## src/rtl/cfr_pkg.sv

```systemverilog
`timescale 1ns / 1ps
// shared types, constants and helpers for the command frame receiver
// no dependencies

package cfr_pkg;

    // header and command codes
    localparam logic [7:0] HDR0       = 8'hAA;
    localparam logic [7:0] HDR1       = 8'hAF;
    localparam logic [7:0] CMD_GAINS  = 8'h12;
    localparam logic [7:0] CMD_RETURN = 8'h02;

    // acknowledge frame constants
    localparam logic [7:0] ACK_ID  = 8'hF0;
    localparam logic [7:0] ACK_LEN = 8'h03;
    localparam logic [7:0] ACK_TAG = 8'hBA;
    localparam logic [7:0] ACK_PAD = 8'h00;

    // frame length limits, as position of the checksum byte
    localparam logic [7:0] MIN_END_POS   = 8'd4;
    localparam logic [7:0] GAIN_END_POS  = 8'd10;
    localparam logic [7:0] PAYLOAD_FIRST = 8'd4;
    localparam logic [7:0] POS_MAX       = 8'd255;

    localparam int NUM_GAINS   = 3;
    localparam int PAYLOAD_LEN = 6;

    typedef logic [2:0] ack_idx_t;
    localparam ack_idx_t ACK_LAST_IDX = 3'd7;

    // the six fixed acknowledge bytes fold into one constant for the trailer
    localparam logic [10:0] ACK_HEAD_SUM = 11'(HDR0) + 11'(HDR0) + 11'(ACK_ID)
                                         + 11'(ACK_LEN) + 11'(ACK_TAG) + 11'(ACK_PAD);

    typedef logic [2:0] payload_idx_t;

    typedef struct packed {
        logic [7:0] rx_byte;
        logic       frame_end;
    } rx_item_t;

    typedef struct packed {
        logic [7:0]         tx_byte;
        logic               tx_last;
        logic signed [15:0] prop_gain;
        logic signed [15:0] integ_gain;
        logic signed [15:0] deriv_gain;
        logic               return_request;
    } ack_item_t;

    // what the frame checker hands the acknowledge sender
    typedef struct packed {
        logic [7:0]         rx_sum;
        logic signed [15:0] prop_gain;
        logic signed [15:0] integ_gain;
        logic signed [15:0] deriv_gain;
        logic               return_request;
    } ack_req_t;

    function automatic logic [7:0] ack_byte(input ack_idx_t idx, input logic [7:0] rx_sum);
        logic [7:0] b;
        case (idx)
            3'd0:    b = HDR0;
            3'd1:    b = HDR0;
            3'd2:    b = ACK_ID;
            3'd3:    b = ACK_LEN;
            3'd4:    b = ACK_TAG;
            3'd5:    b = ACK_PAD;
            3'd6:    b = rx_sum;
            default: b = rx_sum + ACK_HEAD_SUM[7:0];
        endcase
        return b;
    endfunction

endpackage

```

## src/rtl/command_frame_receiver_with_ack_unit.sv

```systemverilog
`timescale 1ns / 1ps
// top level of the command frame receiver with acknowledge
// depends on cfr_pkg, cfr_frame and cfr_ack_tx
//
// rx channel: one received byte per request, frame_end set on the frame's
// checksum byte. every byte before it is summed mod 256 and compared with it;
// bytes 0 and 1 must be AA AF, byte 2 is the command, bytes 4..9 the payload.
// a good frame of at least 5 bytes loads gains (command 12h, at least 11
// bytes) or sets the sticky return flag (command 02h), and is answered on the
// ack channel by eight requests AA AA F0 03 BA 00 <sum> <trailer>, each also
// carrying the gains and flag as they stand after that frame. bad frames give
// nothing on the ack channel.
// a byte is first held in the input register, then checked; once the ack
// buffer is free, the frame_end byte loads the ack sender, whose first byte
// is registered and then valid.
// throughput: one rx byte per cycle; ack bytes go out one per cycle while
// ack_ready is high. a frame_end byte waits in the input register while the
// previous acknowledge is still draining, set by the single eight-byte ack
// buffer; other bytes keep flowing, also when the ack side stalls.
// reset: frame state cleared, header flag set, gains zero, return flag clear.

module command_frame_receiver_with_ack_unit (
    input  logic               clk,
    input  logic               rst_n,
    input  logic               rx_valid,
    output logic               rx_ready,
    input  cfr_pkg::rx_item_t  rx_item,
    output logic               ack_valid,
    input  logic               ack_ready,
    output cfr_pkg::ack_item_t ack_item
);
    import cfr_pkg::*;

    logic     hold_valid_reg, hold_valid_next;
    rx_item_t hold_item_reg;
    logic     step;
    logic     tx_free;
    logic     ack_fire;
    ack_req_t ack_req;

    // a checksum byte needs the ack buffer free before it is processed
    assign step     = hold_valid_reg && (!hold_item_reg.frame_end || tx_free);
    assign rx_ready = !hold_valid_reg || step;

    always_comb
    begin
        hold_valid_next = hold_valid_reg;
        if (rx_ready)
            hold_valid_next = rx_valid;
    end

    always_ff @(posedge clk or negedge rst_n)
    begin
        if (!rst_n)
            hold_valid_reg <= 1'b0;
        else
            hold_valid_reg <= hold_valid_next;
    end

    always_ff @(posedge clk)
    begin
        if (rx_ready && rx_valid)
            hold_item_reg <= rx_item;
    end

    cfr_frame u_frame (
        .clk       (clk),
        .rst_n     (rst_n),
        .step      (step),
        .rx_byte   (hold_item_reg.rx_byte),
        .frame_end (hold_item_reg.frame_end),
        .ack_fire  (ack_fire),
        .ack_req   (ack_req)
    );

    cfr_ack_tx u_ack_tx (
        .clk       (clk),
        .rst_n     (rst_n),
        .load      (ack_fire),
        .req       (ack_req),
        .free      (tx_free),
        .ack_valid (ack_valid),
        .ack_ready (ack_ready),
        .ack_item  (ack_item)
    );

    // an acknowledge only starts when the sender can take it
    a_fire_when_free: assert property (@(posedge clk) disable iff (!rst_n)
        ack_fire |-> (hold_valid_reg && hold_item_reg.frame_end && tx_free))
        else $error("acknowledge started while sender busy");

    // a non-final ack byte taken is followed by another ack byte
    a_ack_continues: assert property (@(posedge clk) disable iff (!rst_n)
        (ack_valid && ack_ready && !ack_item.tx_last) |=> ack_valid)
        else $error("acknowledge frame cut short");

    // a held checksum byte is not dropped while the sender drains
    a_end_held: assert property (@(posedge clk) disable iff (!rst_n)
        (hold_valid_reg && hold_item_reg.frame_end && !tx_free) |-> !rx_ready)
        else $error("checksum byte overwritten while ack pending");

    // the trailer always follows the received sum by the fixed header sum
    a_trailer: assert property (@(posedge clk) disable iff (!rst_n)
        (ack_valid && ack_ready && !ack_item.tx_last && $past(ack_valid && ack_ready))
        |=> (!ack_item.tx_last || ack_item.tx_byte == ($past(ack_item.tx_byte)
            + ACK_HEAD_SUM[7:0])))
        else $error("acknowledge trailer mismatch");

endmodule

```

## src/rtl/cfr_frame.sv

```systemverilog
`timescale 1ns / 1ps
// frame checker: running sum, header check, command and payload capture,
// gain and return-flag registers; depends on cfr_pkg

module cfr_frame (
    input  logic              clk,
    input  logic              rst_n,
    input  logic              step,
    input  logic [7:0]        rx_byte,
    input  logic              frame_end,
    output logic              ack_fire,
    output cfr_pkg::ack_req_t ack_req
);
    import cfr_pkg::*;

    logic [7:0]         pos_reg, pos_next;
    logic [7:0]         sum_reg, sum_next;
    logic               hdr_ok_reg, hdr_ok_next;
    logic [7:0]         cmd_reg, cmd_next;
    logic signed [15:0] gain_reg  [NUM_GAINS];
    logic signed [15:0] gain_next [NUM_GAINS];
    logic               ret_reg, ret_next;
    logic [7:0]         payload_reg [PAYLOAD_LEN];
    logic               pl_wr;
    logic [7:0]         pl_off;
    payload_idx_t       pl_idx;
    logic               frame_ok;

    assign pl_off = pos_reg - PAYLOAD_FIRST;
    assign pl_idx = pl_off[2:0];

    always_comb
    begin
        pos_next    = pos_reg;
        sum_next    = sum_reg;
        hdr_ok_next = hdr_ok_reg;
        cmd_next    = cmd_reg;
        gain_next   = gain_reg;
        ret_next    = ret_reg;
        pl_wr       = 1'b0;
        frame_ok    = 1'b0;
        if (step)
        begin
            if (!frame_end)
            begin
                sum_next = sum_reg + rx_byte;
                if (pos_reg == 8'd0 && rx_byte != HDR0)
                    hdr_ok_next = 1'b0;
                if (pos_reg == 8'd1 && rx_byte != HDR1)
                    hdr_ok_next = 1'b0;
                if (pos_reg == 8'd2)
                    cmd_next = rx_byte;
                pl_wr = pos_reg inside {[8'd4:8'd9]};
                if (pos_reg != POS_MAX)
                    pos_next = pos_reg + 8'd1;
            end
            else
            begin
                frame_ok = (pos_reg >= MIN_END_POS) && hdr_ok_reg && (sum_reg == rx_byte);
                if (frame_ok && cmd_reg == CMD_GAINS && pos_reg >= GAIN_END_POS)
                begin
                    for (int k = 0; k < NUM_GAINS; k++)
                        gain_next[k] = {payload_reg[2*k], payload_reg[2*k+1]};
                end
                if (frame_ok && cmd_reg == CMD_RETURN)
                    ret_next = 1'b1;
                // every frame end starts a fresh frame
                pos_next    = '0;
                sum_next    = '0;
                hdr_ok_next = 1'b1;
                cmd_next    = '0;
            end
        end
    end

    always_ff @(posedge clk or negedge rst_n)
    begin
        if (!rst_n)
        begin
            pos_reg    <= '0;
            sum_reg    <= '0;
            hdr_ok_reg <= 1'b1;
            cmd_reg    <= '0;
            for (int k = 0; k < NUM_GAINS; k++)
                gain_reg[k] <= '0;
            ret_reg    <= 1'b0;
        end
        else
        begin
            pos_reg    <= pos_next;
            sum_reg    <= sum_next;
            hdr_ok_reg <= hdr_ok_next;
            cmd_reg    <= cmd_next;
            gain_reg   <= gain_next;
            ret_reg    <= ret_next;
        end
    end

    always_ff @(posedge clk)
    begin
        if (pl_wr)
            payload_reg[pl_idx] <= rx_byte;
    end

    assign ack_fire = frame_ok;

    always_comb
    begin
        ack_req.rx_sum         = sum_reg;
        ack_req.prop_gain      = gain_next[0];
        ack_req.integ_gain     = gain_next[1];
        ack_req.deriv_gain     = gain_next[2];
        ack_req.return_request = ret_next;
    end

endmodule

```

## src/rtl/cfr_ack_tx.sv

```systemverilog
`timescale 1ns / 1ps
// acknowledge sender: holds one request and plays out its eight bytes
// depends on cfr_pkg

module cfr_ack_tx (
    input  logic               clk,
    input  logic               rst_n,
    input  logic               load,
    input  cfr_pkg::ack_req_t  req,
    output logic               free,
    output logic               ack_valid,
    input  logic               ack_ready,
    output cfr_pkg::ack_item_t ack_item
);
    import cfr_pkg::*;

    logic     active_reg, active_next;
    ack_idx_t idx_reg, idx_next;
    ack_req_t req_reg;
    logic     is_last;
    logic     take;

    assign is_last = (idx_reg == ACK_LAST_IDX);
    assign take    = active_reg && ack_ready;
    // free again in the cycle the last byte goes out
    assign free    = !active_reg || (take && is_last);

    always_comb
    begin
        active_next = active_reg;
        idx_next    = idx_reg;
        if (take)
        begin
            if (is_last)
                active_next = 1'b0;
            else
                idx_next = idx_reg + 3'd1;
        end
        if (load)
        begin
            active_next = 1'b1;
            idx_next    = '0;
        end
    end

    always_ff @(posedge clk or negedge rst_n)
    begin
        if (!rst_n)
        begin
            active_reg <= 1'b0;
            idx_reg    <= '0;
        end
        else
        begin
            active_reg <= active_next;
            idx_reg    <= idx_next;
        end
    end

    always_ff @(posedge clk)
    begin
        if (load)
            req_reg <= req;
    end

    assign ack_valid = active_reg;

    always_comb
    begin
        ack_item.tx_byte        = ack_byte(idx_reg, req_reg.rx_sum);
        ack_item.tx_last        = is_last;
        ack_item.prop_gain      = req_reg.prop_gain;
        ack_item.integ_gain     = req_reg.integ_gain;
        ack_item.deriv_gain     = req_reg.deriv_gain;
        ack_item.return_request = req_reg.return_request;
    end

endmodule

```

## config.mk

```make
export PLATFORM = sky130hd
export DESIGN_NAME = command_frame_receiver_with_ack_unit
export DESIGN_NICKNAME = d
export VERILOG_FILES = /design/src/rtl/cfr_pkg.sv /design/src/rtl/command_frame_receiver_with_ack_unit.sv /design/src/rtl/cfr_frame.sv /design/src/rtl/cfr_ack_tx.sv
export SDC_FILE = /design/constraint.sdc
export NUM_CORES = 1
export LEC_CHECK = 0
export BUFFER_PORTS_ARGS = -buffer_cell sky130_fd_sc_hd__buf_4
export CORE_AREA = 2 2 152 124
export CTS_BUF_LIST = sky130_fd_sc_hd__clkbuf_16
export CTS_CLUSTER_DIAMETER = 40
export DETAILED_ROUTE_END_ITERATION = 8
export DIE_AREA = 0 0 154 126
export MAX_ROUTING_LAYER = met4
export SLEW_MARGIN = 20
export SYNTH_ARGS = -nofsm -noshare
export SYNTH_HDL_FRONTEND = slang
export SYNTH_SLANG_ARGS = --single-unit
```

## constraint.sdc

```tcl
create_clock -name clk -period 6.55 [get_ports clk]
set_clock_uncertainty 0.15 [all_clocks]
set_input_delay 0.655 -clock clk [delete_from_list [all_inputs] [get_ports clk]]
set_output_delay 0.655 -clock clk [all_outputs]
set_load 0.02 [all_outputs]
```

==> results of run 1 <==
-- worst min-delay path by stage --
stage	from	to	slack (ps)	cells past startpoint
finish	rst_n	u_frame.gain_reg[39]$_DFF_PN0_	50	1
detailed placement	u_frame.sum_reg[5]$_DFFE_PN0N_	u_ack_tx.req_reg[54]$_DFFE_PP_	320	0
floorplan	rst_n	hold_valid_reg$_DFFE_PN0N_	210	0
global placement	u_frame.sum_reg[5]$_DFFE_PN0N_	u_ack_tx.req_reg[54]$_DFFE_PP_	320	0
CTS	rst_n	u_frame.gain_reg[39]$_DFF_PN0_	70	1
global route	rst_n	u_frame.gain_reg[39]$_DFF_PN0_	90	1
-- logic make-up (layout without fill, tap and decap cells) --
group / after synthesis / after routing / share of synthesized area
XOR/XNOR: 13 / 13 / 0.0144
AO/OA/AOI/OAI: 64 / 64 / 0.0569
flip-flops: 193 / 193 / 0.683
AND/OR/NAND/NOR: 100 / 100 / 0.0672
buffers and inverters: 79 / 121 / 0.0651
adder cells (fa/ha/maj): 19 / 19 / 0.0310
multiplexers: 52 / 52 / 0.0828
-- routing by layer --
metal | part of all wire | global-route usage
met1 | 0.48 | 0.245
met2 | 0.46 | 0.236
met3 | 0.060 | 0.0434
met4 | 0.0060 | 0.0478
met5 | 0 | -
-- final cells by class --
class	instances	share of cell area
Multi-Input combinational cell	248	0.224
Inverter	12	0.00504
Clock inverter	14	0.0196
Sequential cell	193	0.604
Timing Repair Buffer	77	0.0646
Tap cell	230	0.0322
Clock buffer	18	0.0504
-- critical path: stages, from the launching register on --
cell	delay (ps)
dfrtp_1	560
inv_1	130
ha_1	260
or3_1	400
nor2_1	620
o21ai_0	220
a21oi_1	190
a311oi_1	70
buf_4	210
-- synthesized netlist by cell type (8+ instances only) --
cell type | number | area, µm²
edfxtp_1 | 114 | 3420
dfrtp_1 | 78 | 1950
buf_4 | 51 | 383
mux2_2 | 28 | 315
nand2_1 | 25 | 93.8
nor2_1 | 21 | 78.8
mux2_4 | 20 | 300
ha_1 | 18 | 225
nand3_1 | 17 | 85.1
a21oi_1 | 14 | 70.1
inv_1 | 12 | 45.0
xnor2_1 | 11 | 96.3
a22o_1 | 10 | 87.6
clkbuf_1 | 9 | 33.8
nor3_1 | 9 | 45.0
o21ai_0 | 8 | 40.0
-- metrics by stage --
stage	total power [mW]	setup WS (ps)	util	instance area (µm²)
2_1_floorplan	1.66	653	-	7910
3_3_place_gp	1.78	3080	0.465	8310
3_5_place_dp	1.79	3130	0.465	8310
4_1_cts	2.87	2640	0.500	8940
5_1_grt	2.97	2400	0.500	8940
6_report	2.85	2670	0.500	8940
-- power by group through the flow --
stage          registers [mW]  logic (mW)  clock network (mW)
2_1_floorplan            1.39       0.274                   0
3_3_place_gp             1.42       0.369                   0
3_5_place_dp             1.42       0.372                   0
4_1_cts                  1.39       0.374                1.10
5_1_grt                  1.40       0.410                1.16
6_report                 1.39       0.372                1.08
==> summary.md, run 1 <==
| Metric | Value |
|---|---|
| Reg power frac | `0.489` |
| Cts bufs inserted | `17` |
| RD Place Congestion | `0.801` |
| Worst Setup EP | `ack_item[55]` |
| VDD IR max | `approximately 0.00023 V` |
| CTS tree | `built` |
| Synth Cell Area | `7910 µm²` |
| Tot GR Track Use | `0.169` |
| Avg Inst Size Synth | `around 15 µm²` |
| Maximum clock frequency | `258 MHz` |
| Relative slew slack | `0.274` |
| Fin. Hold Viols | `0` |
| CTS Root Cell | `clkbuf_16` |
| Register area | `about 5400 µm²` |
| DRT antenna net count | `0` |
| Largest net degree at the start of global routing | `49` |
| Startpoint type of the worst setup path | `register` |
| Post-synthesis sequential area ratio | `0.683` |
| Cell internal pwr | `between 2 and 2.5 mW` |
| Max reg flops | `49` |
| # H-tree levels | `4` |
| Fin. max-slew vios | `0` |
| Multi-input gate area | `approximately 2000 µm²` |
| Vias in the first global route | `approximately 4200` |
| Hpwl dp | `10000 µm` |
| Leak Pwr | `roughly 3.5 nW` |
| Synthesized instance count | `520` |
| Port buffer count | `a little over 70` |
| Placed insts | `760` |
| Die width | `between 150 and 200 µm` |
| Final cell count without fillers | `slightly below 800` |
| Share of layout cells above drive strength 1 | `0.299` |
| Endpoint class of the critical path | `output pin` |
| Post-CTS Setup Repair Bufs | `0` |
| Detailed Route WL | `roughly 15000 µm` |
| Initial antenna violation count | `0` |
| WS Path Type | `reg -> out` |
| CTS Buffer Depth | `2` |
| Min-Delay Path Class | `in -> async` |
| CP required | `5740 ps` |
| Ant. Diodes | `0` |
| RSZ-0062 raised after global routing | `no` |
| Combinational share of power | `0.131` |
| Clock latency on the worst-skew pair | `around 440 ps` |
| Reg-to-Reg Start | `hold_item_reg[4]$_DFFE_PP_` |
| Max_cap viols | `0` |
| Clock sinks | `193` |
| Detailed-route DRC error count | `0` |
| Synth cell types | `56` |
| Final-report setup violation count | `0` |
| Core area | `around 18000 µm²` |
| Crit path launch | `u_ack_tx.idx_reg[2]$_DFFE_PN0P_` |
| Router iterations before antenna repair | `4` |
| Arrival time worst endpoint | `3070 ps` |
| Initial DRC count | `between 300 and 400` |
| Hold-fix buffers, CTS | `0` |
| Mapped Nets | `552` |
| Clk slew on worst S/H paths | `~70 ps` |
| Worst-path maximum fanout | `13` |
| DIE AREA | `about 19000 µm²` |
| R2R setup slack | `about 3100 ps` |
| Hold Slack | `approximately 49 ps` |
| Most frequent cells in the layout | `edfxtp_1, dfrtp_1, buf_4, mux2_2, nand2_1` |
| Drt wl/cell | `about 19 µm` |
| GR Overflow Total | `0` |
| Top FF cell, synth | `edfxtp_1` |
| Ys async rst share | `0.409` |
| Worst r2r dst | `u_ack_tx.ack_item[7]$_DFFE_PP_` |
| Net Sw Frac | `0.254` |
| Initial Util | `0.442` |
| Setup_tns | `0 ps` |
| NetSw | `between 700 and 800 µW` |
| I/O pin cnt | `73` |
| Final Net Count | `roughly 580` |
| Via density | `between 5 and 6` |
| Status | `completed` |
| Warnings from Yosys | `0` |
| Min Tclk post-route | `between 3000 and 4000 ps` |
| Layout area overhead | `13.0%` |
| Synthesized flop and latch total | `slightly below 200` |
| FILL cells | `~1500` |
| Num rows | `between 40 and 50` |
| Reg2Reg Depth | `6` |
| PwrDens | `~320 nW/µm²` |
| Most common cell after layout, fill and taps aside | `edfxtp_1` |
| DR vias | `4157` |
| Clock share of power | `0.381` |
| Fin crit share | `0.592` |
| Slew @ Worst Pin | `roughly 1100 ps` |
| Post-synth EDFFs | `between 100 and 150` |
| Resize count post-CTS | `0` |
| First-pass GRT wire length | `approximately 24000 µm` |
| Die Y | `approximately 130 µm` |
Power figures use the tool's default switching activity.
==> run 2, diff against run 1 <==
clock period = 3.2 ns   (was 6.55 ns; I/O delays follow)
==> summary.md, run 2 (same netlist as run 1, synthesis figures left out) <==
| Metric | Value |
|---|---|
| Status | `completed` |
| CTS Buffer Depth | `2` |
| GR Overflow Total | `0` |
| Reg-to-Reg Start | `u_ack_tx.idx_reg[1]$_DFFE_PN0P_` |
| Worst r2r dst | `u_ack_tx.ack_item[5]$_DFFE_PP_` |
| Clk slew on worst S/H paths | `roughly 70 ps` |
| Hpwl dp | `9930 µm` |
| Clock latency on the worst-skew pair | `~430 ps` |
| Fin. Hold Viols | `0` |
| CP Buf/Inv Count | `2` |
| Clock sinks | `slightly below 200` |
| Top Family by Delay on Critical Path | `simple AND/OR/NAND/NOR gates` |
| Final-report setup violation count | `0` |
| Initial antenna violation count | `0` |
| Worst-path maximum fanout | `11` |
| Max reg flops | `49` |
| Share of layout cells above drive strength 1 | `0.316` |
| Min-Delay Path Class | `in -> reg` |
| Critical path cell sequence | `ha_1, ha_1, or3_1, nor2_2, buf_6, nand4_1, o211ai_1, o211ai_1, buf_4` |
| CTS tree | `built` |
| DRT antenna net count | `0` |
| CTS Root Cell | `clkbuf_16` |
| Via density | `between 5 and 6` |
| Hold depth | `4` |
| Core area | `around 18000 µm²` |
| Hold Crit Endpoint | `hold_valid_reg$_DFFE_PN0N_` |
| WS Path Type | `reg -> out` |
| RD Place Congestion | `0.827` |
| Relative slew slack | `0.469` |
| Ant. Diodes | `0` |
| Largest net degree at the start of global routing | `80` |
| Initial DRC count | `about 290` |
| Detailed Route WL | `between 15000 and 20000 µm` |
| PwrDens | `approximately 630 nW/µm²` |
| Die width | `between 150 and 200 µm` |
| Die Y | `approximately 130 µm` |
| Fin crit share | `0.941` |
| Startpoint type of the worst setup path | `register` |
| CP required | `around 2700 ps` |
| Final Cell Area | `between 9000 and 10000 µm²` |
| Most frequent cells in the layout | `edfxtp_1, buf_4, dfrtp_1, mux2_2, nand2_1` |
| DIE AREA | `between 15000 and 20000 µm²` |
| R2R setup slack | `~350 ps` |
| Reg2Reg Depth | `8` |
| Endpoint class of the critical path | `output pin` |
| VDD IR max | `around 0.00028 V` |
| Vias in the first global route | `between 4000 and 5000` |
| First-pass GRT wire length | `about 24000 µm` |
| Layout area overhead | `16.4%` |
| Max_cap viols | `0` |
| Arrival time worst endpoint | `between 2000 and 3000 ps` |
| DR vias | `~4200` |
| RSZ-0062 raised after global routing | `no` |
| Post-CTS Setup Repair Bufs | `0` |
| # H-tree levels | `4` |
| Leak Pwr | `3.63 nW` |
| Cts bufs inserted | `17` |
| Delay of the slowest critical-path stage | `400 ps` |
| Router iterations before antenna repair | `4` |
| Initial Util | `0.442` |
| Drt wl/cell | `18.6 µm` |
| Slew @ Worst Pin | `789 ps` |
| Min-delay src | `ack_ready` |
| DP Area | `between 8000 and 9000 µm²` |
| FILL cells | `roughly 1500` |
| Crit path max-delay cell type | `dfrtp_1` |
| Final Net Count | `slightly above 600` |
| Fin. max-slew vios | `0` |
| Most common cell after layout, fill and taps aside | `edfxtp_1` |
| Tot GR Track Use | `0.170` |
| Maximum clock frequency | `about 330 MHz` |
| Port buffer count | `slightly above 70` |
| Min Tclk post-route | `approximately 3000 ps` |
| Num rows | `44` |
| Detailed-route DRC error count | `0` |
| I/O pin cnt | `73` |
| Setup_tns | `0 ps` |
==> run 2: area by class of cell <==
cell class,count,area (µm²),share of cell area
Clock inverter,15,143,0.0155
Multi-Input combinational cell,248,2100,0.228
Timing Repair Buffer,101,806,0.0875
Inverter,12,45.0,0.00489
Tap cell,230,288,0.0312
Sequential cell,193,5400,0.586
Clock buffer,17,425,0.0462
==> run 2: worst max path at each step <==
stage / to / slack, ps / depth (start not counted) / start
after floorplan: u_ack_tx.ack_item[0]$_DFFE_PP_ / 8 / 4 / hold_item_reg[2]$_DFFE_PP_
after global placement: u_ack_tx.ack_item[26]$_DFFE_PP_ / 450 / 7 / u_frame.sum_reg[6]$_DFFE_PN0N_
after detailed placement: u_ack_tx.ack_item[5]$_DFFE_PP_ / 370 / 8 / u_ack_tx.idx_reg[1]$_DFFE_PN0P_
after CTS: ack_item[56] / 90 / 8 / u_ack_tx.idx_reg[1]$_DFFE_PN0P_
after global routing: ack_item[54] / 20 / 9 / u_ack_tx.idx_reg[0]$_DFFE_PN0P_
final: ack_item[54] / 190 / 9 / u_ack_tx.idx_reg[0]$_DFFE_PN0P_
==> run 2: worst register-to-register path: cells and delay by family, from the launching register on <==
family,cells,cell delay (ps)
AOI/OAI and AO/OA,1,180
adders and majority gates,2,420
buffers and inverters,1,300
DFF,1,390
muxes,1,430
and+or+nand+nor,3,730
==> run 2: what timing repair did <==
item / CTS / global route
setup endpoints to repair: 1 / 3
hold buffers: 11 / 0
gates resized for setup: 2 / 2
hold endpoints to repair: 54 / 0
==> run 2: routing by layer <==
layer  GRT usage  wire length, µm
met2       0.252             7000
met1       0.231             7260
met3      0.0427              595
met4      0.0610              286
met5           -                0
==> run 2: metrics by stage <==
step                setup slack (ps)  utilization  hold WS (ps)  instances  power, mW
floorplan                       8.16            -          -126        520       3.48
detailed placement               366        0.476           302        773       3.79
global placement                 448        0.476           311        773       3.77
CTS                             91.2        0.514           157        816       5.84
finish                           190        0.515           152        816       5.80
global route                    15.2        0.515           202        816       6.04
==> run 2: power breakdown <==
| part | internal, mW | switching, mW | leakage [nW] |
|---|---|---|---|
| registers | 2.73 | 0.108 | 2.01 |
| clock network | 1.15 | 0.903 | 0.288 |
| logic | 0.415 | 0.498 | 1.33 |
| total | 4.29 | 1.51 | 3.63 |
==> run 3, diff against run 2 <==
CAP_MARGIN = 10   (was not set)
PLACE_DENSITY = 0.76   (was not set)
SKIP_CTS_REPAIR_TIMING = 1   (was not set)
==> summary.md, run 3 (same netlist as run 1, synthesis figures left out) <==
| Metric | Value |
|---|---|
| Detailed Route WL | `approximately 15000 µm` |
| Clock latency on the worst-skew pair | `around 430 ps` |
| # H-tree levels | `4` |
| Ant. Diodes | `0` |
| WS Path Type | `reg -> out` |
| Via density | `5.21` |
| CTS tree | `built` |
| Crit path max-delay cell type | `dfrtp_1` |
| First-pass GRT wire length | `between 20000 and 25000 µm` |
| Leak Pwr | `about 3.6 nW` |
| VDD IR max | `~0.00031 V` |
| Final Net Count | `602` |
| Clk slew on worst S/H paths | `about 70 ps` |
| Delay of the slowest critical-path stage | `410 ps` |
| Min-delay src | `ack_ready` |
| FILL cells | `roughly 1400` |
| Fin crit share | `0.950` |
| Most frequent cells in the layout | `edfxtp_1, buf_4, dfrtp_1, mux2_2, nand2_1` |
| Min-Delay Path Class | `in -> reg` |
| Arrival time worst endpoint | `roughly 2600 ps` |
| Most common cell after layout, fill and taps aside | `edfxtp_1` |
| Router iterations before antenna repair | `6` |
| DRT antenna net count | `0` |
| Largest net degree at the start of global routing | `80` |
| Fin util | `0.516` |
| Min Tclk post-route | `around 3000 ps` |
| Clock sinks | `slightly below 200` |
| Fin. Hold Viols | `0` |
| Status | `finished with violations` |
| DIE AREA | `19400 µm²` |
| Slew @ Worst Pin | `~850 ps` |
| Tot GR Track Use | `0.167` |
| CTS Root Cell | `clkbuf_16` |
| Hold depth | `4` |
| Maximum clock frequency | `between 300 and 400 MHz` |
| Relative slew slack | `0.427` |
| Hpwl dp | `~9500 µm` |
| Top Layer Used | `met4` |
| Drt wl/cell | `18.3 µm` |
| Vias in the first global route | `roughly 4300` |
| CTS Buffer Depth | `2` |
| Startpoint type of the worst setup path | `register` |
| Critical path cell sequence | `ha_1, ha_1, or3_1, nor2_2, buf_6, nand2_1, o311ai_1, buf_4` |
| Reg2Reg Depth | `8` |
| CP most frequent cell | `ha_1` |
| Crit path launch | `u_ack_tx.idx_reg[0]$_DFFE_PN0P_` |
| Worst-path maximum fanout | `11` |
| Num rows | `44` |
| Routed wl met2 | `7290 µm` |
| I/O pin cnt | `73` |
| Share of layout cells above drive strength 1 | `0.319` |
| Die Y | `approximately 130 µm` |
| Initial antenna violation count | `0` |
| Core area | `17900 µm²` |
| Cts bufs inserted | `17` |
| Hold Slack | `around 180 ps` |
| CP required | `2730 ps` |
| GR Overflow Total | `0` |
| R2R setup slack | `~370 ps` |
| Reg-to-Reg Start | `u_ack_tx.idx_reg[1]$_DFFE_PN0P_` |
| Layout area overhead | `16.8%` |
| Max reg flops | `49` |
| Detailed-route DRC error count | `1` |
| Final-report setup violation count | `0` |
| Worst r2r dst | `u_ack_tx.ack_item[17]$_DFFE_PP_` |
| Initial Util | `0.442` |
| Max_cap viols | `0` |
| RD Place Congestion | `roughly 0.87` |
| PwrDens | `~640 nW/µm²` |
| Met3 routed WL | `slightly above 700 µm` |
| M1 WL | `around 6600 µm` |
| Hold Crit Endpoint | `hold_valid_reg$_DFFE_PN0N_` |
| Initial DRC count | `between 300 and 400` |
| Port buffer count | `a little over 70` |
| Fin. max-slew vios | `0` |
| Die width | `around 150 µm` |
| DR vias | `4232` |
| Endpoint class of the critical path | `output pin` |
| Failing checks | `DRC` |
## run 3: per-stage QoR
step                setup slack, ps  cell area (µm²)  instances  TNS, ps  power, mW
detailed placement              414             8500        770        0       3.76
floorplan                      8.16             8020        520        0       3.48
global placement                460             8500        770        0       3.74
finish                          159             9240        813        0       5.92
CTS                           -48.0             9120        802    -48.0       5.95
global route                  -3.42             9240        813    -3.42       6.17
## run 3: where the power goes
part | internal (mW) | switching (mW) | total (mW)
logic | 0.414 | 0.491 | 0.905
clock network | 1.19 | 0.991 | 2.18
registers | 2.73 | 0.105 | 2.84
## run 3: how the worst max path moves through the flow
stage	cells past startpoint	slack [ps]	end
3_5_place_dp	8	410	ack_item[56]
4_1_cts	8	-50	ack_item[56]
3_3_place_gp	8	460	u_ack_tx.ack_item[6]$_DFFE_PP_
5_1_grt	9	-3	ack_item[54]
2_1_floorplan	4	8	u_ack_tx.ack_item[0]$_DFFE_PP_
6_report	8	160	ack_item[56]
## run 3: critical path, delay by kind of cell (launching register included)
kind                       cells  cell delay, ps
AOI/OAI and AO/OA              1             290
buffers and inverters          2             370
and+or+nand+nor                3             620
DFF                            1             410
adders and majority gates      2             460
## run 3: area by class of cell
cell class | count | area, µm² | area share
multi-input cells | 248 | 2100 | 0.228
repair buffers | 98 | 783 | 0.0848
inverters | 12 | 45.0 | 0.00487
clock inverters | 15 | 193 | 0.0209
flip-flops and latches | 193 | 5400 | 0.585
clock buffers | 17 | 425 | 0.0460
well taps | 230 | 288 | 0.0311
## run 3: per-layer routing
metal	track usage	up-vias
li1	-	1958
met1	0.221	2158
met2	0.256	93
met3	0.0389	23
met4	0.0577	0
met5	-	-
